File: src/hdl/piecewise_linear_interp_table_top_macros.svh
// Assertion macros shared by the piecewise linear interpolation table RTL
`ifndef PIECEWISE_LINEAR_INTERP_TABLE_TOP_MACROS_SVH
`define PIECEWISE_LINEAR_INTERP_TABLE_TOP_MACROS_SVH

// Check a property on every rising edge outside reset
`define PLI_ASSERT(label, prop, msg) \
  label: assert property (@(posedge clk) disable iff (!rst_n) (prop)) else $error(msg);

// Check that a condition implies a consequence in the next cycle
`define PLI_ASSERT_NEXT(label, cond, cons, msg) \
  label: assert property (@(posedge clk) disable iff (!rst_n) (cond) |=> (cons)) \
    else $error(msg);

`endif

File: src/hdl/pli_pkg.sv
// Types and constants of the piecewise linear interpolation table
package pli_pkg;

  localparam int unsigned DataW = 32;
  localparam int unsigned DiffW = 33;
  localparam int unsigned ProdW = 66;
  localparam int unsigned StepW = 7;

  typedef enum logic [1:0] {
    OP_INSERT = 2'd0,
    OP_QUERY  = 2'd1,
    OP_CLEAR  = 2'd2,
    OP_NONE   = 2'd3
  } opcode_t;

  typedef enum logic [1:0] {
    ST_OK    = 2'd0,
    ST_EMPTY = 2'd1,
    ST_FULL  = 2'd2,
    ST_DUP   = 2'd3
  } status_t;

  typedef struct packed {
    logic                     any;
    logic                     found;
    logic                     first;
    logic                     dup;
    logic signed [DataW-1:0]  x0;
    logic signed [DataW-1:0]  y0;
    logic signed [DataW-1:0]  x1;
    logic signed [DataW-1:0]  y1;
  } carry_t;

endpackage

File: src/hdl/pli_cell.sv
// One breakpoint cell: holds a point, shifts on insert, passes the search carry
module pli_cell (
  input  logic                     clk,
  input  logic                     rst_n,
  input  logic signed [31:0]       x_in,
  input  logic signed [31:0]       y_in,
  input  logic                     ins_en,
  input  logic                     valid,
  input  logic signed [31:0]       prev_key,
  input  logic signed [31:0]       prev_val,
  input  logic                     prev_ge,
  input  logic                     tok_in,
  input  pli_pkg::carry_t          carry_in,
  output logic signed [31:0]       key,
  output logic signed [31:0]       val,
  output logic                     ge,
  output logic                     tok_out,
  output pli_pkg::carry_t          carry_out
);

  logic signed [31:0] key_r;
  logic signed [31:0] val_r;
  logic               tok_r;
  pli_pkg::carry_t    carry_r;
  pli_pkg::carry_t    carry_nxt;

  assign ge = valid && (key_r >= x_in);

  always_ff @(posedge clk) begin
    if (ins_en) begin
      if (prev_ge) begin
        key_r <= prev_key;
        val_r <= prev_val;
      end else if (ge || !valid) begin
        key_r <= x_in;
        val_r <= y_in;
      end
    end
  end

  always_comb begin
    carry_nxt = carry_in;
    if (valid) begin
      if (key_r == x_in) carry_nxt.dup = 1'b1;
      if (!carry_in.found) begin
        if (ge) begin
          carry_nxt.found = 1'b1;
          carry_nxt.first = !carry_in.any;
          carry_nxt.x1    = key_r;
          carry_nxt.y1    = val_r;
        end else begin
          carry_nxt.any = 1'b1;
          carry_nxt.x0  = key_r;
          carry_nxt.y0  = val_r;
        end
      end
    end
  end

  always_ff @(posedge clk) begin
    if (!rst_n) begin
      tok_r <= 1'b0;
    end else begin
      tok_r <= tok_in;
    end
  end

  always_ff @(posedge clk) begin
    if (tok_in) carry_r <= carry_nxt;
  end

  assign key       = key_r;
  assign val       = val_r;
  assign tok_out   = tok_r;
  assign carry_out = carry_r;

endmodule

File: config.mk
export PLATFORM = sky130hd
export DESIGN_NAME = pli_cell
export DESIGN_NICKNAME = d
export VERILOG_FILES = /design/src/hdl/piecewise_linear_interp_table_top_macros.svh /design/src/hdl/pli_pkg.sv /design/src/hdl/pli_cell.sv
export SDC_FILE = /design/constraint.sdc
export NUM_CORES = 1
export LEC_CHECK = 0
export BUFFER_PORTS_ARGS = -buffer_cell sky130_fd_sc_hd__buf_2
export CORE_AREA = 2 2 179 181
export CTS_CLUSTER_DIAMETER = 80
export DETAILED_ROUTE_END_ITERATION = 8
export DIE_AREA = 0 0 181 183
export GPL_ROUTABILITY_DRIVEN = 0
export PLACE_DENSITY = 0.69
export SLEW_MARGIN = 20
export SYNTH_ARGS = -nofsm -noshare
export SYNTH_HDL_FRONTEND = slang
export SYNTH_SLANG_ARGS = --single-unit
export TNS_END_PERCENT = 10
File: constraint.sdc
create_clock -name clk -period 5.88 [get_ports clk]
set_input_delay 0.882 -clock clk [delete_from_list [all_inputs] [get_ports clk]]
set_output_delay 0.882 -clock clk [all_outputs]
set_load 0.005 [all_outputs]
==> results of run 1 <==
area by class of cell:
| type | count | area (um^2) |
|---|---|---|
| diodes | 1 | 2.502 |
| clock buffers | 18 | 429.2 |
| clock inverters | 14 | 138.9 |
| fillers | 3011 | 18440 |
| inverters | 37 | 138.9 |
| multi-input cells | 321 | 3291 |
| flip-flops and latches | 197 | 5906 |
| well taps | 402 | 503.0 |
| repair buffers | 470 | 2379 |
power by group through the flow:
stage / registers [W] / logic (W) / clock network, W
3_3_place_gp: 0.00178 / 0.000573 / 0
3_5_place_dp: 0.00178 / 0.000586 / 0
4_1_cts: 0.00175 / 0.000587 / 0.00118
2_1_floorplan: 0.00178 / 0.000291 / 0
6_report: 0.00175 / 0.000580 / 0.00115
5_1_grt: 0.00176 / 0.000632 / 0.00123
through the flow:
stage               area, um^2  setup WS [ns]  hold slack (ns)
finish                   12790          1.793           0.5960
global route             12790          1.606           0.6194
CTS                      12780          1.779           0.5982
detailed placement       12220          1.699           0.5829
global placement         12220          1.753           0.5753
floorplan                 9480          1.004           0.5760
layer usage:
layer	up-vias	wire (um)
met4	0	470
li1	3117	-
met5	-	0
met1	3275	11120
met3	27	1815
met2	298	13530
state kept, by name, indices dropped and copies added (netlist names):
| register | count |
|---|---|
| val | 32 |
| carry_out | 132 |
| tok_out | 1 |
| key | 32 |
critical path, delay by kind of cell:
kind / cells / cell delay (ns)
and+or+nand+nor: 4 / 0.73
AOI/OAI and AO/OA: 2 / 0.58
muxes: 1 / 0.42
adders and majority gates: 1 / 0.32
buffers and inverters: 3 / 0.28
worst paths after layout:
| path | start | end | slack, ns | cells past startpoint |
|---|---|---|---|---|
| setup / recovery | x_in[14] | ge | 1.79 | 11 |
| hold / removal | val[11]$_DFFE_PP_ | carry_out[11]$_DFFE_PP_ | 0.60 | 1 |
| setup reg to reg | key[15]$_DFFE_PP_ | carry_out[3]$_DFFE_PP_ | 2.21 | 9 |
| hold reg to reg | val[11]$_DFFE_PP_ | carry_out[11]$_DFFE_PP_ | 0.60 | 1 |
cell families after synthesis:
| kind of cell | count (synthesis) |
|---|---|
| AO/OA/AOI/OAI | 59 |
| AND/OR/NAND/NOR | 65 |
| multiplexers | 165 |
| adder cells (fa/ha/maj) | 32 |
| flip-flops | 197 |
| buffers and inverters | 62 |
placed cells by master (no fill, tap or decap), types with 2 or more instances in the layout:
| master | netlist | final |
|---|---|---|
| buf_2 | 2 | 461 |
| edfxtp_1 | 196 | 196 |
| mux2_4 | 98 | 98 |
| nand2_1 | 40 | 40 |
| inv_1 | 37 | 37 |
| o21ai_0 | 33 | 33 |
| mux2_2 | 33 | 33 |
| ha_1 | 32 | 32 |
| mux2_1 | 30 | 30 |
| clkbuf_16 | 0 | 17 |
| a21oi_1 | 14 | 14 |
| nand4_1 | 8 | 8 |
| buf_4 | 2 | 8 |
| nor2_1 | 5 | 5 |
| inv_6 | 0 | 5 |
| nand3_1 | 3 | 3 |
| inv_8 | 0 | 3 |
| o211ai_1 | 2 | 2 |
| a211oi_1 | 2 | 2 |
| mux2i_1 | 4 | 2 |
| o21bai_1 | 2 | 2 |
| nand2b_1 | 2 | 2 |
| mux2i_4 | 0 | 2 |
| clkinv_8 | 0 | 2 |
| clkinvlp_4 | 0 | 2 |
==> impl_metrics.env, run 1 <==
export IMPL_status="completed"
export IMPL_first_pass_iters=6
export IMPL_yosys_mux_area_fraction_pct=23.44
export IMPL_finalHoldViolations=0
export IMPL_startpoint_type="input pin"
export IMPL_insertion_delay_ns=0.42
export IMPL_finalSetupViolCount=0
export IMPL_totalPowerFinal_w=0.003479
export IMPL_ys_ff_latch=197
export IMPL_avgSynthCellArea_um2=16.33
export IMPL_dieArea_um2=33120
export IMPL_fmax_ghz=0.2447
export IMPL_utilization_pct=40.95
export IMPL_core_um2=31230
export IMPL_syn_area_um2=9474
export IMPL_p_per_area_nw_per_um2=272.0
export IMPL_synth_edf_count=196
export IMPL_ant_nets=0
export IMPL_crit_arrival_ns=3.21
export IMPL_layout_drive_gt1_share_pct=60.26
export IMPL_cts_buffers=17
export IMPL_crit_required_ns=5.00
export IMPL_ioPinCount=464
export IMPL_synth_xor_area_share_pct=0
export IMPL_switching_share_pct=26.10
export IMPL_initial_core_util_pct=30.34
export IMPL_synth_compound_gate_area_share_pct=3.526
export IMPL_via_per_inst=4.601
export IMPL_synthTopCellsByArea="edfxtp_1 (62%), mux2_4 (16%), ha_1 (4.2%)"
export IMPL_dr_total_vias=6717
export IMPL_gr_usage_all_layers_pct=15.82
export IMPL_antenna_found_initial=1
export IMPL_drc=0
export IMPL_synthCells=580
export IMPL_tightest_slew_ns=0.9299
export IMPL_slew_viol_final=0
export IMPL_grt_max_degree=92
export IMPL_pwr_share_seq_pct=50.3
export IMPL_clock_sinks=197
export IMPL_fin_tns_setup_ns=0
export IMPL_synthAdderAreaFrac_pct=4.226
export IMPL_gr_total_overflow=0
export IMPL_p_comb_share_pct=16.7
export IMPL_p_sw_w=0.0009080
export IMPL_worstSetupEndpointType="primary output"
export IMPL_synthFlopType="edfxtp_1"
export IMPL_area_delta_synth_final_pct=34.97
export IMPL_place_inst=1427
export IMPL_rows=65
export IMPL_ctsHoldBuffers=0
export IMPL_cts_htree_levels=4
export IMPL_cp_slowest_cell="mux2i_1"
export IMPL_port_buffer_count=463
export IMPL_cap_violations=0
export IMPL_die_h_um=183
export IMPL_wl_um=26940
export IMPL_cts_root_buf="clkbuf_16"
export IMPL_leakagePower_nw=5.798
export IMPL_synth_top_family_by_area="multiplexers"
export IMPL_crit_chain="buf_2 -> inv_1 -> ha_1 -> nand4_1 -> nor2_1 -> a221o_1 -> or3_1 -> a21oi_4 -> mux2i_1 -> nor2_1 -> buf_2"
export IMPL_rsz0062_at_grt="false"
export IMPL_synthTopCellsByCount="edfxtp_1 (196), mux2_4 (98), nand2_1 (40)"
export IMPL_die_w_um=181
export IMPL_cts_buffer_depth=2
export IMPL_synth_top_area_cell="edfxtp_1"
export IMPL_yosysUniqueCellTypes=35
export IMPL_synth_top_area_share_pct=62.12
export IMPL_skew_ns=0.01024
export IMPL_drt_wirelength_per_cell_um=18.45
export IMPL_dp_hpwl_um=20770
export IMPL_vdd_drop_max_v=0.0001607
export IMPL_met1_usage_pct=18.92
export IMPL_p_int_w=0.002571
export IMPL_fin_cells=1460
export IMPL_cts_reportedPaths_clkPinSlew_ns=0.07
export IMPL_use_met3_pct=3.832
export IMPL_power_frac_clock_pct=33.1
export IMPL_grt_pass1_wl_um=39730
export IMPL_slew_headroom_pct=38.00
export IMPL_syn_nets=878
export IMPL_worstPathMaxFanout=4
export IMPL_seq_area_frac_synth_pct=62.33
export IMPL_drtIter0Drc=327
export IMPL_worstHoldPathType="reg2reg"
export IMPL_async_reset_ff_share_pct=0
export IMPL_critPathMaxStageDelay_ns=0.42
export IMPL_min_period_ns=4.087
export IMPL_period_share_pct=69.51
export IMPL_gr_usage_met2_pct=28.15
export IMPL_ys_warn_count=0
export IMPL_grt_busiest_layer="met2"
export IMPL_postCtsResizedCells=0
export IMPL_synthMostInstantiatedCell="edfxtp_1"
export IMPL_post_cts_setup_buffers=0
export IMPL_fin_nets=1342
export IMPL_grt_pass1_vias=6916
export IMPL_critPathKind="in2out"
export IMPL_cts_tree="yes"
export IMPL_yosys_area_share_simple_pct=3.117
Note: power is estimated with default switching activity, not from simulation.
==> run 2: changes to the inputs <==
Settings changed: ABC_AREA set to 1, CORE_AREA 2 2 179 181 to 2 2 181 183, DIE_AREA 0 0 181 183 to 0 0 183 185.
Clock period 5.88 ns to 3.3 ns, I/O delays scaled along.
==> run 2 against run 1 <==
Clock skew grew 0.0017 ns. Synthesized cell count up 69%. Count of clock-buffer cells in the layout shrank 1. Final area grew 1.7%. Worst hold slack worse by 0.36 ns. Non-clock buffer count increased by 12. Setup slack got worse by 1.6 ns. Sequential cell count unchanged. Power up 83%. Critical path depth increased by 3. Critical path type is now reg2out. Largest power group unchanged.
==> impl_metrics.env, run 2 <==
export IMPL_dr_total_vias=9018
export IMPL_slew_viol_final=0
export IMPL_largest_reg_flops=132
export IMPL_fin_tns_setup_ns=0
export IMPL_cp_slowest_cell="edfxtp_1"
export IMPL_dp_hpwl_um=26420
export IMPL_tightest_slew_ns=0.6089
export IMPL_seqCellArea_um2=5906
export IMPL_first_pass_iters=5
export IMPL_vdd_drop_max_v=0.0003277
export IMPL_ys_ff_latch=197
export IMPL_drt_wirelength_per_cell_um=19.37
export IMPL_drc=0
export IMPL_min_from="rst_n"
export IMPL_antenna_found_initial=2
export IMPL_gr_total_overflow=0
export IMPL_r2r_start="key[15]$_DFFE_PP_"
export IMPL_syn_area_um2=9693
export IMPL_ioPinCount=464
export IMPL_multi_input_area_um2=3257
export IMPL_die_w_um=183
export IMPL_power_frac_clock_pct=32.1
export IMPL_crit_required_ns=2.80
export IMPL_async_reset_ff_share_pct=0
export IMPL_min_to="tok_out$_SDFF_PN0_"
export IMPL_period_share_pct=93.68
export IMPL_critPathKind="reg2out"
export IMPL_grt_max_degree=65
export IMPL_switching_share_pct=29.83
export IMPL_fin_area_um2=13010
export IMPL_final_common_cell="buf_2"
export IMPL_cts_reportedPaths_clkPinSlew_ns=0.08
export IMPL_cp_buffers_inverters=3
export IMPL_dr_wl_met2_um=17380
export IMPL_cts_tree="yes"
export IMPL_slew_headroom_pct=59.41
export IMPL_ctsHoldBuffers=0
export IMPL_ys_warn_count=0
export IMPL_clock_sinks=197
export IMPL_synthMostInstantiatedCell="nand2_1"
export IMPL_synth_edf_count=196
export IMPL_p_sw_w=0.001901
export IMPL_insertion_delay_ns=0.44
export IMPL_syn_nets=1276
export IMPL_cp_top_family="simple AND/OR/NAND/NOR gates"
export IMPL_avgSynthCellArea_um2=9.911
export IMPL_postCtsResizedCells=0
export IMPL_totalPowerFinal_w=0.006373
export IMPL_area_delta_synth_final_pct=34.18
export IMPL_finalSetupViolCount=0
export IMPL_synthFlopType="edfxtp_1"
export IMPL_ant_nets=0
export IMPL_leakagePower_nw=6.371
export IMPL_status="completed"
export IMPL_p_comb_share_pct=18.6
export IMPL_mostFrequentLayoutCells="buf_2 (460), nand2_1 (428), edfxtp_1 (196)"
export IMPL_r2r_slack_ns=0.49
export IMPL_synth_top_area_share_pct=60.72
export IMPL_reg2reg_depth=14
export IMPL_gr_usage_all_layers_pct=19.83
export IMPL_via_per_inst=4.925
export IMPL_skew_ns=0.01194
export IMPL_grt_pass1_wl_um=50170
export IMPL_yosysUniqueCellTypes=23
export IMPL_worstPathMaxFanout=11
export IMPL_r2r_end="carry_out[111]$_DFFE_PP_"
export IMPL_wl_met1_um=14650
export IMPL_grt_pass1_vias=8455
export IMPL_fmax_ghz=0.3235
export IMPL_dieArea_um2=33860
export IMPL_die_h_um=185
export IMPL_port_buffer_count=463
export IMPL_synthCells=978
export IMPL_rows=66
export IMPL_fillers=3204
export IMPL_cts_buffers=17
export IMPL_synth_top_area_cell="edfxtp_1"
export IMPL_crit_arrival_ns=2.60
export IMPL_cts_buffer_depth=2
export IMPL_seq_area_frac_synth_pct=60.93
export IMPL_fin_nets=1707
export IMPL_worstHoldPathType="in2reg"
export IMPL_dr_wl_met3_um=2812
export IMPL_crit_chain="ha_1 -> nand2_1 -> inv_1 -> nand3_1 -> nor2_1 -> nand2_1 -> nand2_1 -> nand2_2 -> nand2_1 -> nand2_1 -> nand3_4 -> nand2_1 -> inv_1 -> buf_2"
export IMPL_drtIter0Drc=903
export IMPL_cts_root_buf="clkbuf_16"
export IMPL_worstHoldPathCells=3
export IMPL_post_cts_setup_buffers=0
export IMPL_placed_area_um2=12430
export IMPL_wl_um=35460
export IMPL_cap_violations=0
export IMPL_crit_top_cell="nand2_1"
export IMPL_initial_core_util_pct=30.25
export IMPL_synthTopCellsByArea="edfxtp_1 (61%), nand2_1 (17%), nand4_1 (8.5%)"
export IMPL_rsz0062_at_grt="false"
export IMPL_layout_drive_gt1_share_pct=36.88
export IMPL_worstSetupEndpointType="primary output"
export IMPL_top_layer="met4"
export IMPL_core_um2=32040
export IMPL_pwr_share_seq_pct=49.4
export IMPL_min_period_ns=3.091
export IMPL_startpoint_type="flop"
export IMPL_synthTopCellsByCount="nand2_1 (428), edfxtp_1 (196), nand4_1 (131)"
export IMPL_cts_htree_levels=4
export IMPL_critPathMaxStageDelay_ns=0.49
export IMPL_p_per_area_nw_per_um2=490.0
export IMPL_p_int_w=0.004472
export IMPL_finalHoldViolations=0
run 2: cell families (layout without fill, tap and decap cells):
group / after synthesis / count (layout) / synth area share [%]
flops: 197 / 197 / 60.93
simple gates: 578 / 578 / 26.23
other cells: 0 / 2 / 0
fa+ha+maj: 32 / 32 / 4.131
buf+inv: 119 / 562 / 5.925
compound gates: 52 / 52 / 2.788
run 2: worst min-delay path, stage by stage:
cell and delay, ns:
buf_2 0.08, nand2_1 0.04, inv_1 0.04
run 2: layout make-up:
cell class	count	share of cell area, %
Sequential cell	197	45.41
Multi-Input combinational cell	662	25.04
Timing Repair Buffer	482	19.77
Tap cell	408	3.925
Clock buffer	17	3.271
Inverter	49	1.462
Clock inverter	14	1.087
Antenna cell	2	0.03848
run 2: worst max path at each step:
| stage | startpoint | end | depth (start not counted) |
|---|---|---|---|
| final | key[15]$_DFFE_PP_ | ge | 14 |
| after floorplan | x_in[31] | key[0]$_DFFE_PP_ | 12 |
| after CTS | key[15]$_DFFE_PP_ | ge | 14 |
| after global placement | x_in[15] | carry_out[111]$_DFFE_PP_ | 16 |
| after global routing | key[15]$_DFFE_PP_ | ge | 14 |
| after detailed placement | x_in[15] | carry_out[111]$_DFFE_PP_ | 16 |
run 2: metrics by stage:
stage | instances | util, % | setup WS (ns) | hold slack [ns]
after global placement | 1798 | 38.81 | 0.4153 | 0.5982
after floorplan | 978 | - | 0.02185 | 0.5885
after detailed placement | 1798 | 38.81 | 0.4576 | 0.6086
after CTS | 1829 | 40.58 | 0.1940 | 0.2067
after global routing | 1831 | 40.59 | 0.01125 | 0.2408
final | 1831 | 40.59 | 0.2087 | 0.2366
run 2: routing by layer:
| layer | vias to the layer above | global-route usage [%] |
|---|---|---|
| li1 | 4269 | - |
| met1 | 4217 | 26.35 |
| met2 | 492 | 32.44 |
| met3 | 40 | 4.208 |
| met4 | 0 | 6.304 |
| met5 | - | 0 |
run 2: power groups by stage:
stage / clock [W] / combinational (W) / sequential (W)
detailed placement: 0 / 0.00118 / 0.00320
finish: 0.00204 / 0.00118 / 0.00315
global placement: 0 / 0.00116 / 0.00319
global route: 0.00218 / 0.00130 / 0.00316
CTS: 0.00209 / 0.00119 / 0.00314
floorplan: 0 / 0.000550 / 0.00319
