## config.mk

```make
export PLATFORM = sky130hd
export DESIGN_NAME = pli_div
export DESIGN_NICKNAME = d
export VERILOG_FILES = /design/src/hdl/piecewise_linear_interp_table_top_macros.svh /design/src/hdl/pli_pkg.sv /design/src/hdl/pli_div.sv
export SDC_FILE = /design/constraint.sdc
export NUM_CORES = 1
export LEC_CHECK = 0
export ABC_AREA = 1
export ABC_CLOCK_PERIOD_IN_PS = 3200
export BUFFER_PORTS_ARGS = -buffer_cell sky130_fd_sc_hd__clkbuf_2
export CAP_MARGIN = 5
export CORE_UTILIZATION = 45
export CTS_BUF_LIST = sky130_fd_sc_hd__clkbuf_8
export CTS_CLUSTER_DIAMETER = 60
export DETAILED_ROUTE_END_ITERATION = 12
export PLACE_DENSITY = 0.64
export SYNTH_ARGS = -nofsm -noshare
export SYNTH_HDL_FRONTEND = slang
export SYNTH_SLANG_ARGS = --single-unit
```

## constraint.sdc

```tcl
create_clock -name clk -period 3.2 [get_ports clk]
set_clock_uncertainty 0.05 [all_clocks]
set_input_delay 0.32 -clock clk [delete_from_list [all_inputs] [get_ports clk]]
set_output_delay 0.32 -clock clk [all_outputs]
set_load 0.01 [all_outputs]
```

## src/hdl/piecewise_linear_interp_table_top_macros.svh

```systemverilog
// Assertion macros shared by the piecewise linear interpolation table RTL
`ifndef PIECEWISE_LINEAR_INTERP_TABLE_TOP_MACROS_SVH
`define PIECEWISE_LINEAR_INTERP_TABLE_TOP_MACROS_SVH

// Check a property on every rising edge outside reset
`define PLI_ASSERT(label, prop, msg) \
  label: assert property (@(posedge clk) disable iff (!rst_n) (prop)) else $error(msg);

// Check that a condition implies a consequence in the next cycle
`define PLI_ASSERT_NEXT(label, cond, cons, msg) \
  label: assert property (@(posedge clk) disable iff (!rst_n) (cond) |=> (cons)) \
    else $error(msg);

`endif

```

## src/hdl/pli_pkg.sv

```systemverilog
// Types and constants of the piecewise linear interpolation table
package pli_pkg;

  localparam int unsigned DataW = 32;
  localparam int unsigned DiffW = 33;
  localparam int unsigned ProdW = 66;
  localparam int unsigned StepW = 7;

  typedef enum logic [1:0] {
    OP_INSERT = 2'd0,
    OP_QUERY  = 2'd1,
    OP_CLEAR  = 2'd2,
    OP_NONE   = 2'd3
  } opcode_t;

  typedef enum logic [1:0] {
    ST_OK    = 2'd0,
    ST_EMPTY = 2'd1,
    ST_FULL  = 2'd2,
    ST_DUP   = 2'd3
  } status_t;

  typedef struct packed {
    logic                     any;
    logic                     found;
    logic                     first;
    logic                     dup;
    logic signed [DataW-1:0]  x0;
    logic signed [DataW-1:0]  y0;
    logic signed [DataW-1:0]  x1;
    logic signed [DataW-1:0]  y1;
  } carry_t;

endpackage

```

## src/hdl/pli_div.sv

```systemverilog
// Restoring divider, one quotient bit per cycle
module pli_div (
  input  logic                          clk,
  input  logic                          rst_n,
  input  logic                          start,
  input  logic [pli_pkg::ProdW-1:0]     dividend,
  input  logic [pli_pkg::DiffW-1:0]     divisor,
  output logic                          done,
  output logic [pli_pkg::DiffW-1:0]     quotient
);

  logic [pli_pkg::ProdW-1:0] q_r;
  logic [pli_pkg::DiffW-1:0] rem_r;
  logic [pli_pkg::DiffW-1:0] div_r;
  logic [pli_pkg::StepW-1:0] cnt_r;
  logic                      busy_r;
  logic                      done_r;
  logic [pli_pkg::DiffW:0]   trial;
  logic [pli_pkg::DiffW:0]   diff;
  logic                      take;

  assign trial = {rem_r, q_r[pli_pkg::ProdW-1]};
  assign diff  = trial - {1'b0, div_r};
  assign take  = trial >= {1'b0, div_r};

  always_ff @(posedge clk) begin
    if (!rst_n) begin
      busy_r <= 1'b0;
      done_r <= 1'b0;
      cnt_r  <= '0;
    end else begin
      done_r <= 1'b0;
      if (start) begin
        busy_r <= 1'b1;
        cnt_r  <= '0;
      end else if (busy_r) begin
        cnt_r <= cnt_r + 1'b1;
        if (cnt_r == pli_pkg::StepW'(pli_pkg::ProdW - 1)) begin
          busy_r <= 1'b0;
          done_r <= 1'b1;
        end
      end
    end
  end

  always_ff @(posedge clk) begin
    if (start) begin
      q_r   <= dividend;
      rem_r <= '0;
      div_r <= divisor;
    end else if (busy_r) begin
      rem_r <= take ? diff[pli_pkg::DiffW-1:0] : trial[pli_pkg::DiffW-1:0];
      q_r   <= {q_r[pli_pkg::ProdW-2:0], take};
    end
  end

  assign done     = done_r;
  assign quotient = q_r[pli_pkg::DiffW-1:0];

endmodule

```

==> results of run 1 <==
==> cell families after synthesis <==
kind of cell,count (synthesis)
compound gates,43
xor+xnor,15
fa+ha+maj,36
buf+inv,255
flops,141
simple gates,707
==> cell usage after synthesis (6+ instances only) <==
library cell / n / share of area, %
nand2_1: 522 / 23
inv_1: 192 / 8.3
edfxtp_1: 99 / 34
nand3_1: 76 / 4.4
nor2_1: 48 / 2.1
dfxtp_1: 42 / 9.7
ha_1: 35 / 5.0
buf_4: 33 / 2.8
nand3b_1: 21 / 1.8
a21oi_1: 20 / 1.2
clkbuf_1: 15 / 0.65
o21ai_1: 13 / 0.75
xnor2_1: 13 / 1.3
nor3_1: 11 / 0.63
buf_2: 10 / 0.58
and2_1: 6 / 0.43
==> final timing paths <==
check / depth (start not counted) / slack, ns / to
worst max register to register: 15 / 0.61 / rem_r[31]$_SDFFE_PP0P_
worst min register to register: 2 / 0.42 / rem_r[32]$_SDFFE_PP0P_
worst max-delay path: 15 / 0.61 / rem_r[31]$_SDFFE_PP0P_
worst min-delay path: 1 / 0.03 / div_r[22]$_DFFE_PP_
==> routing by layer <==
layer	global-route usage [%]	vias up
met2	36.34	183
met1	29.56	3340
met5	0	-
met4	7.323	0
met3	4.586	24
li1	-	3936
==> stage by stage <==
step	std cells	setup WS (ns)	instance area (µm²)
after floorplan	1197	0.9713	8697
after global placement	1537	0.7425	9382
after detailed placement	1537	0.6425	9382
after CTS	1601	0.6325	10090
after global routing	1601	0.4063	10090
final	1601	0.6122	10090
==> power breakdown <==
group	internal, mW	switching [mW]	total [mW]
combinational	0.214	0.324	0.538
sequential	2.10	0.0516	2.15
clock	0.644	0.814	1.46
==> registers in the layout (all words and copies together) (netlist names) <==
| signal | count |
|---|---|
| done | 1 |
| cnt_r | 7 |
| busy_r | 1 |
| rem_r | 33 |
| div_r | 33 |
| q_r | 66 |
==> final cells by class <==
type	instances	area [µm²]
timing repair buffer	175	1071
sequential	141	3814
clock inverter	15	157.7
multi-input combinational	801	3770
fill	1890	8737
clock buffer	17	234.0
inverter	192	721.9
tap	260	325.3
==> critical path, cell delays in order (launching register included) <==
cell	delay, ns
edfxtp_1	0.38
inv_1	0.09
ha_1	0.14
inv_1	0.08
fa_1	0.45
nand3_1	0.13
nand3_2	0.14
nand2_2	0.10
nand2_2	0.07
nand2_4	0.22
buf_4	0.32
nand3_1	0.11
nand2_1	0.07
inv_1	0.04
nand2_1	0.04
nand2_1	0.04
==> run summary, run 1 <==
final setup violation count -> 0
complex-gate fraction of the synthesized area -> 2.661%
largest net degree at the start of global routing -> 72
WL final -> 20780 µm
worst hold path type -> input port to flip-flop
vias in the first global route -> 7215
Final #Nets -> 1466
most frequent cells in the layout -> 522 x nand2_1, 191 x inv_1, 134 x clkbuf_2
Vias -> 7483
period utilization -> 80.87%
met3 wire length -> 1040 µm
post-layout util -> 53.60%
Min Hold Slack -> 0.02820 ns
Mapped Avg Cell Area -> 7.266 µm²
CORE AREA -> 18830 µm²
std cell rows -> 50
Skew-Pair Late Insertion Delay -> 0.47 ns
DIE WIDTH -> 141.0 µm
Die Ht -> 141.0 µm
Overflow after GRT -> 0
number of H-tree levels -> 4
crit path from -> q_r[65]$_DFFE_PP_
via/cell ratio -> 4.674
global-route wire length before repair -> 34630 µm
asr flop ratio synth -> 0%
post-route minimum period -> 2.588 ns
max_slew headroom -> 46.14%
initial DRC count -> 439
IO buf count -> 135
Max IR drop VDD -> 0.0003098 V
wire per inst -> 12.98 µm
clock root cell -> clkbuf_8
mux cell area share after synthesis -> 0%
hold_buf cts -> 32
remaining antenna violation count -> 0
post-synthesis xor/xnor area fraction -> 1.511%
simple-gate share of the synthesized area -> 33.88%
largest family of logic cells by synthesized area -> simple AND/OR/NAND/NOR gates
reg2reg start -> q_r[65]$_DFFE_PP_
die area -> 19890 µm²
PD cells -> 411.0 nW/µm²
diode count -> 0
Static Leakage -> 5.342 nW
Final Power -> 4.149 mW
crit end category -> flip-flop
critical path arrival -> 2.90 ns
clock buffer count from CTS -> 17
Max Clk Rate -> 386.4 MHz
run status -> finished, final reports clean
Syn Std Cell Area -> 8697 µm²
initial core utilization -> 46.19%
Worst-path clk slew -> 0.09 ns
HPWL Detailed -> 15050 µm
CTS tree -> done
Synth Net Count -> 1335
Worst Tran Pin Value -> 0.8080 ns
# Post-CTS Setup Buffers -> 0
# DRC -> 0
GRT Total Usage -> 22.29%
HP Start -> divisor[22]
Yosys reg bits -> 141
num ports -> 136
Synth cell types -> 34
wire length on met1 -> 10040 µm
number of synthesized flops with an enable pin -> 99
# resized after CTS -> 0
Synth Warn # -> 0
synthesized instance count -> 1197
Seq/Total Area, Yosys -> 43.85%
area growth from synthesis to layout -> 16.05%
crit path kind -> flip-flop to flip-flop
layout cells sized above 1 -> 14.32%
Startpoint Class -> flip-flop
Worst Path Required -> 3.51 ns
adder-cell share of the synthesized area -> 5.265%
DR top layer -> met4
Max Buffers Root-to-Sink -> 2
drt first pass iters -> 4
GPL Wtd Cong -> 0.9492
ys flop type -> edfxtp_1
clk sinks -> 141
initial antenna violation count -> 0
TNS Setup -> 0 ns
fin. max-slew vios -> 0
crit-path max FO -> 20
WL met2 -> 9395 µm
max_cap viols -> 0
RSZ-0062 raised after global routing -> false
most common cell after layout, fill and taps aside -> nand2_1
endpoints failing hold -> 0
Power figures use the tool's default switching activity.
==> inputs of run 2 (changes only) <==
--- a/config.mk
+++ b/config.mk
@@ -6,14 +6,14 @@
 export NUM_CORES = 1
 export LEC_CHECK = 0
 export ABC_AREA = 1
-export ABC_CLOCK_PERIOD_IN_PS = 3200
+export ABC_CLOCK_PERIOD_IN_PS = 2200
 export BUFFER_PORTS_ARGS = -buffer_cell sky130_fd_sc_hd__clkbuf_2
 export CAP_MARGIN = 5
 export CORE_UTILIZATION = 45
 export CTS_BUF_LIST = sky130_fd_sc_hd__clkbuf_8
 export CTS_CLUSTER_DIAMETER = 60
 export DETAILED_ROUTE_END_ITERATION = 12
-export PLACE_DENSITY = 0.64
+export PLACE_DENSITY = 0.66
 export SYNTH_ARGS = -nofsm -noshare
 export SYNTH_HDL_FRONTEND = slang
 export SYNTH_SLANG_ARGS = --single-unit
==> constraint.sdc (replaced) <==
create_clock -name clk -period 2.2 [get_ports clk]
set_clock_uncertainty 0.05 [all_clocks]
set_input_delay 0.22 -clock clk [delete_from_list [all_inputs] [get_ports clk]]
set_output_delay 0.22 -clock clk [all_outputs]
set_load 0.01 [all_outputs]
==> run summary, run 2 (synthesized netlist as in run 1, its figures left out) <==
crit path kind -> flip-flop to flip-flop (unchanged)
R2R setup slack -> 0.08 ns (was 0.61 ns)
drt first pass iters -> 5 (was 4)
crit end category -> flip-flop (unchanged)
layout cells sized above 1 -> 25.02% (was 14.32%)
crit-path max FO -> 3 (was 20)
global-route wire length before repair -> 37810 µm (was 34630 µm)
most common cell after layout, fill and taps aside -> nand2_1 (unchanged)
WP buf/inv -> 2 (was 4)
Worst-path clk slew -> 0.10 ns (was 0.09 ns)
CORE AREA -> 18830 µm² (unchanged)
Biggest register -> q_r (unchanged)
endpoints failing hold -> 0 (unchanged)
Max IR drop VDD -> 0.0003494 V (was 0.0003098 V)
HPWL Detailed -> 16190 µm (was 15050 µm)
Max Buffers Root-to-Sink -> 2 (unchanged)
# DRC -> 0 (unchanged)
DIE WIDTH -> 141.0 µm (unchanged)
remaining antenna violation count -> 0 (unchanged)
period utilization -> 96.46% (was 80.87%)
CTS tree -> done (unchanged)
Worst Tran Pin Value -> 0.4943 ns (was 0.8080 ns)
max_slew headroom -> 67.05% (was 46.14%)
Worst path max stage delay -> 0.33 ns (was 0.45 ns)
worst hold path type -> input port to flip-flop (unchanged)
GRT Total Usage -> 24.36% (was 22.29%)
RSZ-0062 raised after global routing -> true (was false)
Vias -> 8282 (was 7483)
diode count -> 0 (unchanged)
top cell family by delay on the critical path -> simple AND/OR/NAND/NOR gates (unchanged)
num ports -> 136 (unchanged)
filler cell count -> 1634 (was 1890)
final setup violation count -> 0 (unchanged)
Overflow after GRT -> 0 (unchanged)
die area -> 19890 µm² (unchanged)
PD cells -> 532.3 nW/µm² (was 411.0 nW/µm²)
clock root cell -> clkbuf_8 (unchanged)
run status -> finished, final reports clean (unchanged)
initial DRC count -> 509 (was 439)
via/cell ratio -> 4.796 (was 4.674)
Startpoint Class -> flip-flop (unchanged)
fin. max-slew vios -> 0 (unchanged)
clk sinks -> 141 (unchanged)
initial antenna violation count -> 0 (unchanged)
largest net degree at the start of global routing -> 60 (was 72)
IO buf count -> 135 (unchanged)
Min Hold Slack -> 0.02979 ns (was 0.02820 ns)
Max Clk Rate -> 471.2 MHz (was 386.4 MHz)
dpl ws -> -0.03543 ns (was 0.6425 ns)
wire per inst -> 14.19 µm (was 12.98 µm)
final worst slack -> 0.07781 ns (was 0.6122 ns)
Final #Nets -> 1592 (was 1466)
most frequent cells in the layout -> 478 x nand2_1, 175 x inv_1, 134 x clkbuf_2 (was 522 x nand2_1, 191 x inv_1, 134 x clkbuf_2)
number of H-tree levels -> 4 (unchanged)
WL final -> 24500 µm (was 20780 µm)
area growth from synthesis to layout -> 38.34% (was 16.05%)
Die Ht -> 141.0 µm (unchanged)
max FFs per register -> 66 (unchanged)
std cell rows -> 50 (unchanged)
GPL Wtd Cong -> 0.9248 (was 0.9492)
worst-path cell chain -> inv_1, ha_1, buf_4, nand2_1, nor2_1, and2_1, nand2_1, nand2_1, nand2_2, nand3_1, nand3_1, nand2_1, nand2_1 (was inv_1, ha_1, inv_1, fa_1, nand3_1, nand3_2, nand2_2, nand2_2, nand2_4, buf_4, nand3_1, nand2_1, inv_1, nand2_1, nand2_1)
Skew-Pair Late Insertion Delay -> 0.48 ns (was 0.47 ns)
max_cap viols -> 0 (unchanged)
critical path arrival -> 2.45 ns (was 2.90 ns)
clock buffer count from CTS -> 17 (unchanged)
post-route minimum period -> 2.122 ns (was 2.588 ns)
TNS Setup -> 0 ns (unchanged)
Worst Path Required -> 2.52 ns (was 3.51 ns)
Static Leakage -> 6.000 nW (was 5.342 nW)
initial core utilization -> 46.19% (unchanged)
Top Registers -> q_r (66), div_r (33), rem_r (33) (unchanged)
vias in the first global route -> 7889 (was 7215)
Crit-path slowest cell -> edfxtp_1 (was fa_1)
CP most frequent cell -> nand2_1
-- run 2: cell count changes in the layout (fill, tap and decap cells not counted), moves of 8 or more --
cell | previous run | this run
nand2_1 | 522 | 478
nand2_4 | 2 | 10
nor2_4 | 1 | 10
nor2_1 | 47 | 32
dlygate4sd3_1 | 32 | 98
inv_1 | 191 | 175
nand2_2 | 4 | 38
buf_4 | 8 | 54
inv_2 | 1 | 16
ha_1 | 35 | 6
ha_4 | 0 | 29
-- run 2: routing by layer --
metal,up-vias,track usage [%],wire (µm)
met5,-,0,0
met2,267,40.90,11780
li1,4206,-,-
met4,0,9.497,575
met1,3773,31.71,10850
met3,36,3.533,1289
-- run 2: where the power goes --
group | internal (mW) | switching (mW) | total [mW]
clock network | 0.860 | 1.29 | 2.15
logic | 0.523 | 0.596 | 1.12
registers | 3.06 | 0.0826 | 3.14
-- run 2: path summary, 6_finish.rpt --
| check | from | to | cells after the start |
|---|---|---|---|
| max | div_r[10]$_DFFE_PP_ | rem_r[31]$_SDFFE_PP0P_ | 13 |
| min | dividend[10] | q_r[10]$_DFFE_PP_ | 3 |
| max reg2reg | div_r[10]$_DFFE_PP_ | rem_r[31]$_SDFFE_PP0P_ | 13 |
| min reg2reg | rem_r[32]$_SDFFE_PP0P_ | rem_r[32]$_SDFFE_PP0P_ | 2 |
-- run 2: layout make-up --
class / instances / area (µm²) / area share (%)
inverter: 192 / 721.9 / 6.000
multi-input combinational: 801 / 4444 / 36.94
clock inverter: 15 / 168.9 / 1.404
tap: 260 / 325.3 / 2.704
sequential: 141 / 3815 / 31.71
clock buffer: 17 / 234.0 / 1.945
timing repair buffer: 301 / 2322 / 19.30
-- run 2: repair_timing --
| item | CTS | global route |
|---|---|---|
| setup endpoints to repair | 22 | 34 |
| hold buffers | 98 | 0 |
| pin swaps | 1 | 38 |
| cloned | 0 | 3 |
| resized for setup | 5 | 149 |
| endpoints found under the hold margin | 98 | 0 |
| buffers inserted | 1 | 12 |
-- run 2: metrics by stage --
stage	cells	power, mW	instance area (µm²)	utilization, %
2_1_floorplan	1197	3.701	8700	-
3_3_place_gp	1581	3.997	9749	51.77
3_5_place_dp	1581	4.007	9749	51.77
4_1_cts	1712	6.283	11160	59.26
5_1_grt	1727	6.668	12030	63.89
6_report	1727	6.404	12030	63.89
-- run 2: worst reg2reg max path, cell delays in order (launching register included) --
cell and delay (ns):
edfxtp_1 0.33, inv_1 0.05, ha_1 0.33, buf_4 0.15, nand2_1 0.06, nor2_1 0.25, and2_1 0.20, nand2_1 0.06
nand2_1 0.15, nand2_2 0.11, nand3_1 0.10, nand3_1 0.09, nand2_1 0.07, nand2_1 0.04
==> inputs of run 3 (changes only) <==
--- a/config.mk
+++ b/config.mk
@@ -6,14 +6,14 @@
 export NUM_CORES = 1
 export LEC_CHECK = 0
 export ABC_AREA = 1
-export ABC_CLOCK_PERIOD_IN_PS = 2200
+export ABC_CLOCK_PERIOD_IN_PS = 2600
 export BUFFER_PORTS_ARGS = -buffer_cell sky130_fd_sc_hd__clkbuf_2
 export CAP_MARGIN = 5
 export CORE_UTILIZATION = 45
 export CTS_BUF_LIST = sky130_fd_sc_hd__clkbuf_8
 export CTS_CLUSTER_DIAMETER = 60
 export DETAILED_ROUTE_END_ITERATION = 12
-export PLACE_DENSITY = 0.66
+export PLACE_DENSITY = 0.64
 export SYNTH_ARGS = -nofsm -noshare
 export SYNTH_HDL_FRONTEND = slang
 export SYNTH_SLANG_ARGS = --single-unit
==> constraint.sdc (replaced) <==
create_clock -name clk -period 2.6 [get_ports clk]
set_clock_uncertainty 0.05 [all_clocks]
set_input_delay 0.26 -clock clk [delete_from_list [all_inputs] [get_ports clk]]
set_output_delay 0.26 -clock clk [all_outputs]
set_load 0.01 [all_outputs]
==> run summary, run 3 (synthesized netlist as in run 1, its figures left out) <==
run status -> finished, final reports clean (unchanged)
RSZ-0062 raised after global routing -> false (was true)
Worst path max stage delay -> 0.46 ns (was 0.33 ns)
diode count -> 0 (unchanged)
Vias -> 7513 (was 8282)
worst hold path type -> input port to flip-flop (unchanged)
Biggest register -> q_r (unchanged)
Worst Path Required -> 2.90 ns (was 2.52 ns)
Max Buffers Root-to-Sink -> 2 (unchanged)
crit path kind -> flip-flop to flip-flop (unchanged)
remaining antenna violation count -> 0 (unchanged)
CORE AREA -> 18830 µm² (unchanged)
max_slew headroom -> 46.35% (was 67.05%)
Worst Tran Pin Value -> 0.8047 ns (was 0.4943 ns)
# DRC -> 0 (unchanged)
filler cell count -> 1830 (was 1634)
std cell rows -> 50 (unchanged)
GPL Wtd Cong -> 0.9162 (was 0.9248)
Max Clk Rate -> 413.4 MHz (was 471.2 MHz)
# Post-CTS Setup Buffers -> 0 (was 1)
initial antenna violation count -> 0 (unchanged)
post-route minimum period -> 2.419 ns (was 2.122 ns)
R2R setup slack -> 0.18 ns (was 0.08 ns)
area growth from synthesis to layout -> 19.80% (was 38.34%)
num ports -> 136 (unchanged)
Overflow after GRT -> 0 (unchanged)
Min Hold Slack -> 0.01268 ns (was 0.02979 ns)
endpoints failing hold -> 0 (unchanged)
Die Ht -> 141.0 µm (unchanged)
vias in the first global route -> 7220 (was 7889)
Startpoint Class -> flip-flop (unchanged)
top cell family by delay on the critical path -> simple AND/OR/NAND/NOR gates (unchanged)
Worst-path clk slew -> 0.09 ns (was 0.10 ns)
HPWL Detailed -> 15060 µm (was 16190 µm)
wire per inst -> 12.82 µm (was 14.19 µm)
global-route wire length before repair -> 34400 µm (was 37810 µm)
most frequent cells in the layout -> 522 x nand2_1, 190 x inv_1, 134 x clkbuf_2 (was 478 x nand2_1, 175 x inv_1, 134 x clkbuf_2)
dpl ws -> 0.1563 ns (was -0.03543 ns)
initial DRC count -> 506 (was 509)
most common cell after layout, fill and taps aside -> nand2_1 (unchanged)
Skew-Pair Late Insertion Delay -> 0.46 ns (was 0.48 ns)
WL final -> 20930 µm (was 24500 µm)
final setup violation count -> 0 (unchanged)
via/cell ratio -> 4.601 (was 4.796)
initial core utilization -> 46.19% (unchanged)
area of the multi-input gates -> 3779 µm² (was 4444 µm²)
Static Leakage -> 5.481 nW (was 6.000 nW)
IO buf count -> 135 (unchanged)
Top Registers -> q_r (66), div_r (33), rem_r (33) (unchanged)
crit-path max FO -> 15 (was 3)
period utilization -> 93.04% (was 96.46%)
Final #Nets -> 1498 (was 1592)
Crit-path slowest cell -> fa_1 (was edfxtp_1)
final worst slack -> 0.1811 ns (was 0.07781 ns)
PD cells -> 493.2 nW/µm² (was 532.3 nW/µm²)
crit end category -> flip-flop (unchanged)
clock buffer count from CTS -> 17 (unchanged)
max_cap viols -> 0 (unchanged)
critical path arrival -> 2.72 ns (was 2.45 ns)
max FFs per register -> 66 (unchanged)
DIE WIDTH -> 141.0 µm (unchanged)
number of H-tree levels -> 4 (unchanged)
fin. max-slew vios -> 0 (unchanged)
clk sinks -> 141 (unchanged)
drt first pass iters -> 5 (unchanged)
Storage cell area -> 3814 µm² (was 3815 µm²)
Max IR drop VDD -> 0.0004053 V (was 0.0003494 V)
clock root cell -> clkbuf_8 (unchanged)
largest net degree at the start of global routing -> 73 (was 60)
worst-path cell chain -> inv_1, ha_1, inv_1, fa_1, nand3_1, nand3_2, nand2_2, nand2_2, nand2_4, buf_6, nand3b_1, nand3_1, nand2_1 (was inv_1, ha_1, buf_4, nand2_1, nor2_1, and2_1, nand2_1, nand2_1, nand2_2, nand3_1, nand3_1, nand2_1, nand2_1)
GRT Total Usage -> 22.19% (was 24.36%)
TNS Setup -> 0 ns (unchanged)
CTS tree -> done (unchanged)
die area -> 19890 µm² (unchanged)
WP buf/inv -> 3 (was 2)
layout cells sized above 1 -> 14.28% (was 25.02%)
==> run 3: power breakdown <==
group	switching (mW)	internal (mW)
Clock	0.998	0.793
Sequential	0.0643	2.59
Combinational	0.404	0.293
==> run 3: worst reg2reg max path, delay by kind of cell, from the launching register on <==
| kind | cells | cell delay [ns] |
|---|---|---|
| fa+ha+maj | 2 | 0.60 |
| buf+inv | 3 | 0.39 |
| flops | 1 | 0.36 |
| simple gates | 8 | 0.92 |
==> run 3: final cells by class <==
class                           count  area share, %
Tap cell                          260          3.122
Clock inverter                     15          1.501
Sequential cell                   141          36.60
Inverter                          192          6.929
Clock buffer                       17          2.246
Multi-Input combinational cell    801          36.27
Timing Repair Buffer              207          13.33
==> run 3: through the flow <==
stage	area [µm²]	util (%)	instances	total power, mW
after floorplan	8697	-	1197	3.132
final	10420	55.33	1633	5.138
after CTS	10350	54.98	1628	5.170
after global placement	9412	49.98	1541	3.320
after detailed placement	9412	49.98	1541	3.326
after global routing	10420	55.33	1633	5.370
==> run 3: final timing paths <==
check,startpoint,depth (start not counted),endpoint
hold reg to reg,rem_r[32]$_SDFFE_PP0P_,2,rem_r[32]$_SDFFE_PP0P_
setup / recovery,q_r[65]$_DFFE_PP_,13,rem_r[24]$_SDFFE_PP0P_
hold / removal,dividend[43],3,q_r[43]$_DFFE_PP_
setup reg to reg,q_r[65]$_DFFE_PP_,13,rem_r[24]$_SDFFE_PP0P_
==> run 3: metal layers <==
metal  GRT usage, %  routed length [µm]
met1          28.49                9878
met2          37.13                9655
met3          5.740                1127
met4          5.721                 270
met5              0                   0
==> run 3: repair_timing <==
| action | CTS | global route |
|---|---|---|
| gates resized for setup | 0 | 3 |
| endpoints found under the setup margin | 0 | 14 |
| hold buffers | 55 | 5 |
| endpoints found under the hold margin | 55 | 5 |
